### src/rtl/kss_pkg.sv
// ----------------------------------------------------------------------------
// kss_pkg: shared types and constants for the shared-store stack unit
// Sizes of the slot store, pointer types, command and status codes, and the
// write request that the control logic hands to the link store.
// ----------------------------------------------------------------------------
package kss_pkg;

    localparam int SLOTS  = 16;
    localparam int STACKS = 4;
    localparam int DATA_W = 32;
    localparam int SID_W  = 2;
    localparam int ADDR_W = $clog2(SLOTS);
    localparam int PTR_W  = $clog2(SLOTS + 1);

    typedef logic [PTR_W-1:0]  ptr_t;
    typedef logic [ADDR_W-1:0] addr_t;

    // The null pointer is the slot count itself.
    localparam ptr_t NIL = ptr_t'(SLOTS);

    localparam logic [DATA_W-1:0] EMPTY_VALUE = 32'h7FFF_FFFF;

    typedef enum logic
    {
        CMD_PUSH = 1'b0,
        CMD_POP  = 1'b1
    } cmd_t;

    typedef enum logic [1:0]
    {
        ST_OK       = 2'd0,
        ST_OVERFLOW = 2'd1,
        ST_EMPTY    = 2'd2
    } status_t;

    typedef struct packed
    {
        logic  en;
        addr_t addr;
        ptr_t  link;
    } link_wr_t;

    function automatic logic is_slot(ptr_t p);
        return p < NIL;
    endfunction

endpackage

### src/rtl/k_stacks_shared_store_unit.sv
// ----------------------------------------------------------------------------
// k_stacks_shared_store_unit: several LIFO stacks in one shared slot store
// Free slots form a linked list headed by the free pointer; each stack is a
// linked chain from its top pointer. Push and pop relink one slot each.
// ----------------------------------------------------------------------------
//
//  Channel | Direction | Handshake           | Fields of one word
//  --------+-----------+---------------------+-----------------------------------
//  in      | into unit | in_valid, in_stall  | command, stack_id, push_value
//  out     | from unit | out_valid, out_stall| status, pop_value, store_full,
//          |           |                     | stack_empty
//
// Every operation runs in two steps: in the cycle a word is accepted the
// unit issues the reads of the link and data memories at the slot that the
// operation touches (the free head for a push, the stack top for a pop), and
// in the next cycle it takes the registered read data, writes the relinked
// slot back and loads the result register. The read data of the memories
// is registered, so a new word cannot enter until the current one is done.
// Reset is asynchronous and active low; it empties every stack and puts all
// slots on the free list, with no clearing pass, so a word may be accepted in
// the first cycle after reset. A new word may enter at the same edge at which
// the waiting result is taken; the input stalls only while an operation is
// in its execute state and while a waiting result is itself stalled.
//
module k_stacks_shared_store_unit (
    input  logic                         clk,
    input  logic                         rst_n,

    input  logic                         in_valid,
    output logic                         in_stall,
    input  logic                         command,
    input  logic [kss_pkg::SID_W-1:0]    stack_id,
    input  logic signed [kss_pkg::DATA_W-1:0] push_value,

    output logic                         out_valid,
    input  logic                         out_stall,
    output logic [1:0]                   status,
    output logic signed [kss_pkg::DATA_W-1:0] pop_value,
    output logic                         store_full,
    output logic                         stack_empty
);

    typedef enum logic
    {
        S_IDLE,
        S_EXEC
    } state_t;

    state_t                      state_reg;

    // Operation held across its execute state.
    kss_pkg::cmd_t               cmd_reg;
    logic [kss_pkg::SID_W-1:0]   sid_reg;
    logic [kss_pkg::DATA_W-1:0]  val_reg;
    kss_pkg::ptr_t               slot_reg;
    logic                        hit_reg;
    logic                        sid_ok_reg;

    // Pointer state.
    kss_pkg::ptr_t               free_head_reg;
    kss_pkg::ptr_t               free_head_next;
    kss_pkg::ptr_t               stack_top_reg [kss_pkg::STACKS];
    kss_pkg::ptr_t               top_next;

    // Result register.
    logic                        out_valid_reg;
    kss_pkg::status_t            status_reg;
    kss_pkg::status_t            status_next;
    logic [kss_pkg::DATA_W-1:0]  pop_value_reg;
    logic [kss_pkg::DATA_W-1:0]  pop_value_next;
    logic                        store_full_reg;
    logic                        stack_empty_reg;

    logic                        in_fire;
    logic                        exec;
    logic                        sid_ok;
    kss_pkg::ptr_t               top_sel;
    kss_pkg::ptr_t               slot_sel;
    logic                        hit;
    kss_pkg::ptr_t               top_cur;
    kss_pkg::ptr_t               link_q;
    logic [kss_pkg::DATA_W-1:0]  data_q;
    kss_pkg::link_wr_t           link_wr;
    logic                        data_we;

    assign exec     = (state_reg == S_EXEC);
    assign in_stall = (state_reg != S_IDLE) || (out_valid_reg && out_stall);
    assign in_fire  = in_valid && !in_stall;

    // The slot an accepted word touches: the free head for a push and the
    // addressed stack's top for a pop. The reads are issued at acceptance.
    assign sid_ok   = 32'(stack_id) < kss_pkg::STACKS;
    assign top_sel  = stack_top_reg[stack_id];
    assign slot_sel = (kss_pkg::cmd_t'(command) == kss_pkg::CMD_POP) ? top_sel
                                                                     : free_head_reg;
    assign hit      = sid_ok && kss_pkg::is_slot(slot_sel);

    kss_link_store u_links (
        .clk     (clk),
        .rst_n   (rst_n),
        .rd_en   (in_fire && hit),
        .rd_addr (slot_sel[kss_pkg::ADDR_W-1:0]),
        .rd_link (link_q),
        .wr      (link_wr)
    );

    // Slot values are read only after a push has written them, so the data
    // RAM needs no valid bits.
    kss_ram #(
        .WIDTH (kss_pkg::DATA_W),
        .DEPTH (kss_pkg::SLOTS)
    ) u_data_ram (
        .clk   (clk),
        .we    (data_we),
        .waddr (slot_reg[kss_pkg::ADDR_W-1:0]),
        .wdata (val_reg),
        .re    (in_fire && hit),
        .raddr (slot_sel[kss_pkg::ADDR_W-1:0]),
        .rdata (data_q)
    );

    assign top_cur = stack_top_reg[sid_reg];

    // Execute state: relink the slot and form the result. The pointer
    // registers and the memories are written at the same edge, so the next
    // word, accepted no earlier than the following cycle, sees them updated.
    always_comb
    begin
        free_head_next = free_head_reg;
        top_next       = top_cur;
        link_wr        = '0;
        data_we        = 1'b0;
        pop_value_next = '0;
        status_next    = kss_pkg::ST_OK;

        if (exec)
        begin
            unique case (cmd_reg)
                kss_pkg::CMD_PUSH:
                begin
                    if (hit_reg)
                    begin
                        free_head_next = link_q;
                        top_next       = slot_reg;
                        link_wr.en     = 1'b1;
                        link_wr.addr   = slot_reg[kss_pkg::ADDR_W-1:0];
                        link_wr.link   = top_cur;
                        data_we        = 1'b1;
                    end
                    else
                    begin
                        status_next = kss_pkg::ST_OVERFLOW;
                    end
                end
                kss_pkg::CMD_POP:
                begin
                    if (hit_reg)
                    begin
                        free_head_next = slot_reg;
                        top_next       = link_q;
                        link_wr.en     = 1'b1;
                        link_wr.addr   = slot_reg[kss_pkg::ADDR_W-1:0];
                        link_wr.link   = free_head_reg;
                        pop_value_next = data_q;
                    end
                    else
                    begin
                        status_next    = kss_pkg::ST_EMPTY;
                        pop_value_next = kss_pkg::EMPTY_VALUE;
                    end
                end
                default:
                begin
                    status_next = kss_pkg::ST_OK;
                end
            endcase
        end
    end

    always_ff @(posedge clk or negedge rst_n)
    begin
        if (!rst_n)
        begin
            state_reg       <= S_IDLE;
            cmd_reg         <= kss_pkg::CMD_PUSH;
            sid_reg         <= '0;
            val_reg         <= '0;
            slot_reg        <= '0;
            hit_reg         <= 1'b0;
            sid_ok_reg      <= 1'b0;
            free_head_reg   <= '0;
            for (int i = 0; i < kss_pkg::STACKS; i++)
            begin
                stack_top_reg[i] <= kss_pkg::NIL;
            end
            out_valid_reg   <= 1'b0;
            status_reg      <= kss_pkg::ST_OK;
            pop_value_reg   <= '0;
            store_full_reg  <= 1'b0;
            stack_empty_reg <= 1'b0;
        end
        else
        begin
            unique case (state_reg)
                S_IDLE:
                begin
                    if (in_fire)
                    begin
                        cmd_reg    <= kss_pkg::cmd_t'(command);
                        sid_reg    <= stack_id;
                        val_reg    <= push_value;
                        slot_reg   <= slot_sel;
                        hit_reg    <= hit;
                        sid_ok_reg <= sid_ok;
                        state_reg  <= S_EXEC;
                    end
                    if (out_valid_reg && !out_stall)
                    begin
                        out_valid_reg <= 1'b0;
                    end
                end
                S_EXEC:
                begin
                    free_head_reg          <= free_head_next;
                    stack_top_reg[sid_reg] <= top_next;
                    out_valid_reg          <= 1'b1;
                    status_reg             <= status_next;
                    pop_value_reg          <= pop_value_next;
                    store_full_reg         <= !kss_pkg::is_slot(free_head_next);
                    stack_empty_reg        <= sid_ok_reg ? !kss_pkg::is_slot(top_next)
                                                         : 1'b1;
                    state_reg              <= S_IDLE;
                end
                default:
                begin
                    state_reg <= S_IDLE;
                end
            endcase
        end
    end

    assign out_valid   = out_valid_reg;
    assign status      = status_reg;
    assign pop_value   = pop_value_reg;
    assign store_full  = store_full_reg;
    assign stack_empty = stack_empty_reg;

    // A result is only ever loaded into an empty result register.
    assert property (@(posedge clk) disable iff (!rst_n)
        exec |-> !out_valid_reg)
        else $error("result register overwritten");

    // No word enters while an operation is in its execute state.
    assert property (@(posedge clk) disable iff (!rst_n)
        exec |-> !in_fire)
        else $error("word accepted during an operation");

    // The free head is either a slot or null.
    assert property (@(posedge clk) disable iff (!rst_n)
        free_head_reg <= kss_pkg::NIL)
        else $error("free head out of range");

    // A successful pop frees a slot, so the store cannot be full after it.
    assert property (@(posedge clk) disable iff (!rst_n)
        (exec && hit_reg && cmd_reg == kss_pkg::CMD_POP) |=> !store_full_reg)
        else $error("store full after a successful pop");

    // A successful push leaves the addressed stack non-empty.
    assert property (@(posedge clk) disable iff (!rst_n)
        (exec && hit_reg && cmd_reg == kss_pkg::CMD_PUSH) |=> !stack_empty_reg)
        else $error("stack empty after a successful push");

endmodule

### src/rtl/kss_ram.sv
// ----------------------------------------------------------------------------
// kss_ram: generic single-write, single-read synchronous RAM
// One write port and one read port; read data is registered.
// ----------------------------------------------------------------------------
module kss_ram #(
    parameter int WIDTH = 32,
    parameter int DEPTH = 16
) (
    input  logic                     clk,
    input  logic                     we,
    input  logic [$clog2(DEPTH)-1:0] waddr,
    input  logic [WIDTH-1:0]         wdata,
    input  logic                     re,
    input  logic [$clog2(DEPTH)-1:0] raddr,
    output logic [WIDTH-1:0]         rdata
);

    logic [WIDTH-1:0] mem_reg [DEPTH];
    logic [WIDTH-1:0] rdata_reg;

    always_ff @(posedge clk)
    begin
        if (we)
        begin
            mem_reg[waddr] <= wdata;
        end
        if (re)
        begin
            rdata_reg <= mem_reg[raddr];
        end
    end

    assign rdata = rdata_reg;

endmodule

### src/rtl/kss_link_store.sv
// ----------------------------------------------------------------------------
// kss_link_store: next-pointer memory of the slot store
// Wraps the link RAM with one valid bit per entry, so that an entry never
// written reads as its reset value, the index of the following slot.
// ----------------------------------------------------------------------------
module kss_link_store (
    input  logic              clk,
    input  logic              rst_n,
    input  logic              rd_en,
    input  kss_pkg::addr_t    rd_addr,
    output kss_pkg::ptr_t     rd_link,
    input  kss_pkg::link_wr_t wr
);

    logic [kss_pkg::SLOTS-1:0] valid_reg;
    logic                      rd_valid_reg;
    kss_pkg::addr_t            rd_addr_reg;
    kss_pkg::ptr_t             ram_q;

    kss_ram #(
        .WIDTH (kss_pkg::PTR_W),
        .DEPTH (kss_pkg::SLOTS)
    ) u_link_ram (
        .clk   (clk),
        .we    (wr.en),
        .waddr (wr.addr),
        .wdata (wr.link),
        .re    (rd_en),
        .raddr (rd_addr),
        .rdata (ram_q)
    );

    always_ff @(posedge clk or negedge rst_n)
    begin
        if (!rst_n)
        begin
            valid_reg    <= '0;
            rd_valid_reg <= 1'b0;
            rd_addr_reg  <= '0;
        end
        else
        begin
            if (wr.en)
            begin
                valid_reg[wr.addr] <= 1'b1;
            end
            if (rd_en)
            begin
                rd_valid_reg <= valid_reg[rd_addr];
                rd_addr_reg  <= rd_addr;
            end
        end
    end

    // An unwritten entry links to the next slot; the last one links to null.
    assign rd_link = rd_valid_reg ? ram_q
                                  : kss_pkg::ptr_t'(rd_addr_reg) + kss_pkg::ptr_t'(1);

endmodule
### config.mk
export PLATFORM = sky130hd
export DESIGN_NAME = k_stacks_shared_store_unit
export DESIGN_NICKNAME = d
export VERILOG_FILES = /design/src/rtl/kss_pkg.sv /design/src/rtl/k_stacks_shared_store_unit.sv /design/src/rtl/kss_ram.sv /design/src/rtl/kss_link_store.sv
export SDC_FILE = /design/constraint.sdc
export NUM_CORES = 1
export LEC_CHECK = 0
export CORE_AREA = 2 2 226 228
export CTS_CLUSTER_DIAMETER = 50
export DETAILED_ROUTE_END_ITERATION = 8
export DIE_AREA = 0 0 228 230
export DONT_BUFFER_PORTS = 1
export PLACE_DENSITY_LB_ADDON = 0.12
export SLEW_MARGIN = 20
export SYNTH_ARGS = -nofsm -noshare
export SYNTH_HDL_FRONTEND = slang
export SYNTH_SLANG_ARGS = --single-unit
export TNS_END_PERCENT = 1
### constraint.sdc
create_clock -name clk -period 5.69 [get_ports clk]
set_input_delay 0.569 -clock clk [delete_from_list [all_inputs] [get_ports clk]]
set_output_delay 0.569 -clock clk [all_outputs]
set_load 0.01 [all_outputs]
Word-level counts from Yosys, hierarchy flattened. Memories as Yosys holds them, arrays and structs flattened. A register that Yosys moved wholly into a read port is not among the register bits. Index checks and enable logic that the tools add are counted.

Add/subtract/negate cells: 1. Magnitude comparators: 9. Eq/ne operators: 1. Multiplexer cells: 44. Bitwise logic cells: 5. Reductions and logical operators: 12.

Operators by type and width (count): 5-bit 2-to-1 mux (13); 32-bit 2-to-1 mux (2); 10-bit 2-to-1 mux (3); 5-bit binary-select mux with 2-bit select (2); 20-bit bitwise mux (1); 10-bit one-hot mux with 2 select lines (1); 5-bit one-hot mux with 2 select lines (2); 16-bit bitwise OR (1); 5-bit < comparator, second input constant (3); 1-bit 2-to-1 mux (13); 5-bit demux with 2-bit select (1); 4-bit by 5-bit < comparator with 1-bit output, second input constant (2); 3-bit >= comparator, second input constant (2); 1-bit logical AND (6); 2-bit NOT with 3-bit output (2); 4-bit by 1-bit adder with 5-bit output, second input constant (1); 1-bit binary-select mux with 4-bit select (1); 1-bit demux with 4-bit select (1); 4-bit by 1-bit >= comparator with 1-bit output, second input constant (1); 1-bit logical NOT (4); 1-bit one-hot mux with 2 select lines (2); 2-bit one-hot mux with 2 select lines (1); 3-bit by 1-bit < comparator with 1-bit output, second input constant (1); 2-bit 2-to-1 mux (1); other kinds (4) (5).

Flip-flop bits (word level): 126. Memory bits (writable): 592. Memories: 2.

Memory list: u_data_ram.mem_reg (depth 16, width 32, read ports 1, clocked after memory_dff 1, wr ports 1, RTL line kss_ram.sv:18) `logic [WIDTH-1:0] mem_reg [DEPTH];`; u_links.u_link_ram.mem_reg (depth 16, width 5, read ports 1, clocked after memory_dff 1, wr ports 1, RTL line kss_ram.sv:18).

Logic depth before layout (Yosys ltp). Gate-level depths: netlist (run 1).

Word-level depth: 12. Depth in mapped cells: 11. Depth with buffers taken out: 7.

By module. From an unflattened synthesis (run 1), not the netlist that was laid out.

Cells, all modules: 1513. Area, all modules: 29403.2 µm².

By module, submodules not included: kss_ram (u_data_ram) (times used 1, cells each 838, area each 20155.6 µm², seq. area each 16335.7 µm²); k_stacks_shared_store_unit (times used 1, cells each 442, area each 4982.3 µm², seq. area each 2607.5 µm²); kss_ram (u_links.u_link_ram) (times used 1, cells each 155, area each 3263.1 µm², seq. area each 2552.4 µm²); kss_link_store (times used 1, cells each 78, area each 1002.2 µm², seq. area each 525.5 µm²).

Worst setup path after synthesis (run 1). No wires, ideal clock.

Path kind: register to register. Start: register state_reg (netlist: exec). End: memory u_data_ram.mem_reg[2][0], enable pin. Library setup time: 502 ps. Data arrival time: 4004 ps. Data required time: 5188 ps. Setup slack: 1185 ps. Cell stages (with the launch flop): 6. Buffers on the path: 1. Period minus slack after synthesis: 4505 ps. Cell sequence: dfrtp_1 clkbuf_1 nand2_1 nor2_1 nand2_1 nor4_1.

Cells in the longest elaborated chain, start to end: 3.

Ends and longest elaborated chain: from (decl) (RTL line k_stacks_shared_store_unit.sv:49) `state_t state_reg;`; from (signal assigned) (RTL line k_stacks_shared_store_unit.sv:184) `state_reg <= S_IDLE;`; from (signal assigned) (RTL line k_stacks_shared_store_unit.sv:215) `state_reg <= S_EXEC;`; from (signal assigned) (RTL line k_stacks_shared_store_unit.sv:232) `state_reg <= S_IDLE;`; 1-bit 2-to-1 mux (RTL line k_stacks_shared_store_unit.sv:136) `if (exec)`; 1-bit 2-to-1 mux (RTL line kss_ram.sv:23) `if (we)`; 1-bit 2-to-1 mux (not written as such) (RTL line kss_ram.sv:25) `mem_reg[waddr] <= wdata;`; to (decl) (RTL line kss_ram.sv:18).

No other way between the ends.

Final worst setup path (run 1).
Start: register hit_reg. End: memory u_data_ram.mem_reg[0][18], enable pin.

Cells in the longest elaborated chain, start to end: 5.

Ends and longest elaborated chain: from (decl) (RTL line k_stacks_shared_store_unit.sv:56) `logic hit_reg;`; from (signal assigned) (RTL line k_stacks_shared_store_unit.sv:213) `hit_reg <= hit;`; 1-bit 2-to-1 mux (RTL line k_stacks_shared_store_unit.sv:141) `if (hit_reg)`; 1-bit 2-to-1 mux (RTL line k_stacks_shared_store_unit.sv:138) `unique case (cmd_reg)`; 1-bit 2-to-1 mux (RTL line k_stacks_shared_store_unit.sv:136); 1-bit 2-to-1 mux (RTL line kss_ram.sv:23); 1-bit 2-to-1 mux (not written as such) (RTL line kss_ram.sv:25).

No other way between the ends.

==> impl_metrics.json, run 1 <==
{
  "drtAntennaViolNets": 0,
  "layout_common_cells": "629 x edfxtp_1, 377 x nand2_1, 119 x dfrtp_1",
  "gp_congestion": 0.847,
  "startpoint_type": "flip-flop",
  "outcome": "finished, final reports clean",
  "final_cells": 2812,
  "hp-start": "push_value[13]",
  "maxSlewViolCount": 0,
  "largest_reg_flops": 512,
  "num_vias": 17616,
  "yosysWarningCount": 0,
  "period_needed_ns": 3.53,
  "antenna_cells": 0,
  "synth_cell_types": 52,
  "htree_levels": 3,
  "seq_area_frac_synth": 0.731,
  "postCtsResizedCells": 0,
  "cp.required_ns": 5.96,
  "worst_pin_slew_ns": 1.07,
  "dp_hpwl_um": 36000,
  "numPortBuffers": 0,
  "fin_worst_skew_ns": 0.0234,
  "antenna_found_initial": 1,
  "total_power_mw": 16.1,
  "clk_path_buf_depth": 3,
  "reg2reg_from": "hit_reg",
  "clock_latency_ns": 0.62,
  "nNetsFinal": 2114,
  "hold_ws_ns": 0.0545,
  "yosys_most_used_dff": "edfxtp_1",
  "dieWidth_um": 228,
  "min_period_over_period": 0.621,
  "ys_ff_latch": 754,
  "final_common_cell": "edfxtp_1",
  "path_class": "reg -> reg",
  "first_pass_iters": 7,
  "grt_usage": 0.272,
  "start_util": 0.604,
  "cap_violations": 0,
  "hold_viol": 0,
  "setup_tns_ns": 0,
  "core_um2": 49900,
  "synthCells": 2092,
  "cts_buffers": 78,
  "grt_max_degree": 134,
  "rsz0062_at_grt": "false",
  "grt-ovfl-total": 0,
  "cts_root_buf": "clkbuf_16",
  "syn_nets": 2132,
  "core.rowCount": 82,
  "clock-sinks": 754,
  "post_drt_wl_per_cell_um": 25.2,
  "hp-class": "in -> reg",
  "startpoint": "hit_reg",
  "layout-drive-gt1-share": 0.123,
  "leakage_nw": 11.7,
  "wirelength_um": 70700,
  "cts_tree": "done",
  "drtIter0Drc": 1971,
  "end_kind": "flip-flop",
  "path_clk_slew_ns": 0.06,
  "avgSynthCellArea_um2": 14.4,
  "synthArstFlopShare": 0.166,
  "io_pins": 77,
  "via_per_inst": 6.26,
  "worstPathMaxFanout": 25,
  "synth-edff-count": 629,
  "area_growth_pct": 10.9,
  "max-slew-margin-rel": 0.287,
  "grt_pass1_vias": 17421,
  "dieArea_um2": 52400,
  "netlist_area_um2": 30100,
  "die_height_um": 230,
  "finalSetupViolCount": 0,
  "vdd_drop_max_mv": 0.320,
  "grt_pass1_wl_um": 107000,
  "drc_errors": 0,
  "max_freq_mhz": 283,
  "cellPowerDensity_nw_per_um2": 483,
  "dp.cells": 2664,
  "cp_data_arrival_time_ns": 3.80
}
==> worst paths after layout <==
| check | to | slack, ns | depth (start not counted) |
|---|---|---|---|
| worst min-delay path | val_reg[13] | 0.05 | 2 |
| worst min register to register | stack_empty | 0.45 | 1 |
| max in group asynchronous | val_reg[16] | 4.41 | 2 |
| worst max-delay path | u_data_ram.mem_reg[0][18] | 2.16 | 5 |
| min in group asynchronous | pop_value[1] | 0.66 | 2 |
| worst max register to register | u_data_ram.mem_reg[0][18] | 2.16 | 5 |
==> repair_timing <==
item / 4_1_cts / 5_1_grt
hold buffers: 2 / 0
setup buffers: 0 / 0
hold endpoints to repair: 125 / 0
==> logic make-up after synthesis <==
group | Yosys count | synth area share
fa+ha+maj | 1 | 0.000415
buf+inv | 184 | 0.0285
compound gates | 393 | 0.0941
xor+xnor | 2 | 0.000581
mux | 139 | 0.0515
simple gates | 619 | 0.0940
flops | 754 | 0.731
==> metal layers <==
metal | part of all wire | up-vias | track usage | wire length (µm)
met1 | 0.42 | 8932 | 0.394 | 30100
met4 | 0.023 | 0 | 0.0884 | 1620
met5 | 0 | - | 0 | 0
li1 | - | 7834 | - | -
met3 | 0.074 | 123 | 0.0420 | 5250
met2 | 0.48 | 727 | 0.431 | 33800
==> through the flow <==
stage	utilization	instance area [µm²]	setup WS, ns
finish	0.670	33400	2.16
global route	0.670	33400	1.95
CTS	0.670	33400	2.17
detailed placement	0.618	30800	2.18
global placement	0.618	30800	2.33
floorplan	-	30100	1.18
==> Yosys cell counts (all sizes together), types with 33 or more instances <==
| master | n | share of area |
|---|---|---|
| inv | 41 | 0.0051 |
| o21ai | 61 | 0.010 |
| a211oi | 113 | 0.028 |
| dfrtp | 121 | 0.10 |
| mux2i | 83 | 0.028 |
| o32ai | 37 | 0.011 |
| mux2 | 49 | 0.018 |
| a221o | 38 | 0.013 |
| o211ai | 33 | 0.0082 |
| clkbuf | 70 | 0.0087 |
| edfxtp | 629 | 0.63 |
| and2 | 111 | 0.023 |
| and3 | 39 | 0.0081 |
| nand2 | 379 | 0.047 |
| a31oi | 76 | 0.016 |
| buf | 73 | 0.015 |
==> worst max-delay path, cell delays in order, from the launching register on <==
cell and delay [ns]:
dfrtp_1 0.51, nand2_1 0.50, or3_1 0.63, or3_1 0.45, nor2_4 0.64, buf_4 0.45
==> area by class of cell <==
type	instances	area, µm²
clock buffers	115	2260
flip-flops and latches	754	22000
multi-input cells	1154	7410
fillers	3518	16400
well taps	672	841
clock inverters	31	304
repair buffers	45	435
inverters	41	154
==> power by group <==
group	internal (mW)	leakage [nW]	switching (mW)	total (mW)
clock	2.99	1.25	2.07	5.06
sequential	6.76	7.29	0.571	7.33
combinational	1.40	3.11	2.33	3.74
Power figures use the tool's default switching activity.
==> run 2, diff against run 1 <==
--- a/config.mk
+++ b/config.mk
@@ -5,10 +5,10 @@
 export SDC_FILE = /design/constraint.sdc
 export NUM_CORES = 1
 export LEC_CHECK = 0
-export CORE_AREA = 2 2 226 228
+export CORE_AREA = 2 2 233 235
 export CTS_CLUSTER_DIAMETER = 50
 export DETAILED_ROUTE_END_ITERATION = 8
-export DIE_AREA = 0 0 228 230
+export DIE_AREA = 0 0 235 237
 export DONT_BUFFER_PORTS = 1
 export PLACE_DENSITY_LB_ADDON = 0.12
 export SLEW_MARGIN = 20
==> constraint.sdc (replaced) <==
create_clock -name clk -period 2.87 [get_ports clk]
set_input_delay 0.287 -clock clk [delete_from_list [all_inputs] [get_ports clk]]
set_output_delay 0.287 -clock clk [all_outputs]
set_load 0.01 [all_outputs]
==> impl_metrics.json, run 2 (synthesis gave the netlist of run 1 again) <==
{
  "wl_met2_um": 34000,
  "postCtsResizedCells": 0,
  "num_vias": 17683,
  "dp_hpwl_um": 39200,
  "drtAntennaViolNets": 0,
  "via_per_inst": 6.06,
  "wl_met1_um": 30800,
  "antenna_cells": 0,
  "layout_common_cells": "629 x edfxtp_1, 377 x nand2_1, 119 x dfrtp_1",
  "cts_buffers": 81,
  "post_drt_wl_per_cell_um": 24.4,
  "clock_latency_ns": 0.62,
  "gp_congestion": 0.814,
  "dr.max_layer_used": "met4",
  "numPortBuffers": 0,
  "finalSetupViolCount": 0,
  "hold_ws_ns": -0.628,
  "cap_violations": 0,
  "final_common_cell": "edfxtp_1",
  "die_height_um": 237,
  "grt_max_degree": 126,
  "cp.required_ns": 3.36,
  "first_pass_iters": 8,
  "worst_pin_slew_ns": 0.842,
  "post-place-ws_ns": 0.258,
  "cellPowerDensity_nw_per_um2": 946,
  "layout-drive-gt1-share": 0.147,
  "clk_path_buf_depth": 3,
  "antenna_found_initial": 0,
  "max_freq_mhz": 380,
  "drc_errors": 0,
  "hp-class": "in -> async",
  "cts_root_buf": "clkbuf_16",
  "worst-path-buf-inv": 1,
  "path_class": "reg -> reg",
  "nNetsFinal": 2195,
  "clock-sinks": 754,
  "final.setup.worst_slack_ns": 0.239,
  "post_cts_buffers": 0,
  "grt-ovfl-total": 0,
  "min_period_over_period": 0.917,
  "area_growth_pct": 14.3,
  "grt_pass1_wl_um": 109000,
  "vdd_drop_max_mv": 0.600,
  "htree_levels": 3,
  "maxSlewViolCount": 0,
  "grt_usage": 0.259,
  "cp_data_arrival_time_ns": 3.13,
  "wirelength_um": 71200,
  "dieArea_um2": 55700,
  "startpoint_type": "flip-flop",
  "fin_worst_skew_ns": 0.0240,
  "path_clk_slew_ns": 0.06,
  "dieWidth_um": 235,
  "cts_hold_buf": 36,
  "largest_reg_flops": 512,
  "wl_met3_um": 4760,
  "start_util": 0.565,
  "outcome": "finished, violations left",
  "cts_tree": "done",
  "max-slew-margin-rel": 0.438,
  "core.rowCount": 85,
  "crit_slowest_cell": "o221a_4",
  "period_needed_ns": 2.63,
  "path_cells": "mux2i_1, o221a_4, buf_12, nand2_1, and3_1, o32ai_1, a221o_1",
  "failed_checks": "negative hold slack",
  "worstPathMaxFanout": 54,
  "end_kind": "flip-flop",
  "path_delay_family": "compound AO/OA/AOI/OAI gates",
  "hold_viol": 125,
  "io_pins": 77,
  "grt_pass1_vias": 17492,
  "rsz0062_at_grt": "false",
  "drtIter0Drc": 1700,
  "max_stage_delay_ns": 0.67,
  "leakage_nw": 12.1,
  "core_um2": 53300
}
run 2: cell count changes in the layout (fill, tap and decap cells not counted), moves of 3 or more:
| cell | previous run | this run |
|---|---|---|
| clkinv_2 | 10 | 20 |
| clkbuf_1 | 26 | 16 |
| clkinv_1 | 9 | 4 |
| inv_6 | 4 | 7 |
| buf_12 | 6 | 22 |
| nor4_4 | 0 | 3 |
| buf_4 | 37 | 65 |
| dlygate4sd3_1 | 1 | 36 |
| clkinvlp_4 | 1 | 4 |
| nor4_2 | 3 | 0 |
run 2: per-stage QoR:
stage                      util  setup TNS (ns)  total power [mW]  cells  instance area [µm²]
final                     0.646               0              32.6   2920                34400
after global routing      0.646               0              34.1   2920                34400
after CTS                 0.646               0              32.7   2920                34400
after detailed placement  0.589               0              22.5   2732                31400
after global placement    0.589               0              22.2   2732                31400
after floorplan               -         -385.21              19.9   2092                30200
run 2: final timing paths:
path	from	to	slack, ns	cells after the start
max reg2reg	stack_top_reg[0]	u_data_ram.rdata[9]	0.24	7
max in group asynchronous	rst_n	stack_top_reg[19]	3.23	0
min	rst_n	stack_top_reg[18]	-0.63	0
min in group clk	command	slot_reg[3]	0.05	2
min reg2reg	sid_ok_reg	stack_empty	0.45	1
max	stack_top_reg[0]	u_data_ram.rdata[9]	0.24	7
run 2: per-layer routing:
| metal | GRT usage | up-vias |
|---|---|---|
| met1 | 0.369 | 8917 |
| met3 | 0.0433 | 104 |
| met4 | 0.0806 | 0 |
| met2 | 0.412 | 637 |
| met5 | 0 | - |
| li1 | - | 8025 |
run 2: area by class of cell:
| type | instances | area [µm²] |
|---|---|---|
| clock buffers | 108 | 2270 |
| clock inverters | 44 | 393 |
| fillers | 3783 | 18800 |
| inverters | 41 | 154 |
| multi-input cells | 1154 | 7430 |
| flip-flops and latches | 754 | 22000 |
| well taps | 696 | 871 |
| repair buffers | 123 | 1290 |
run 2: power breakdown:
group / internal [mW] / switching, mW / leakage [nW]
clock: 5.99 / 4.25 / 1.31
sequential: 13.4 / 1.08 / 7.29
combinational: 3.15 / 4.70 / 3.53
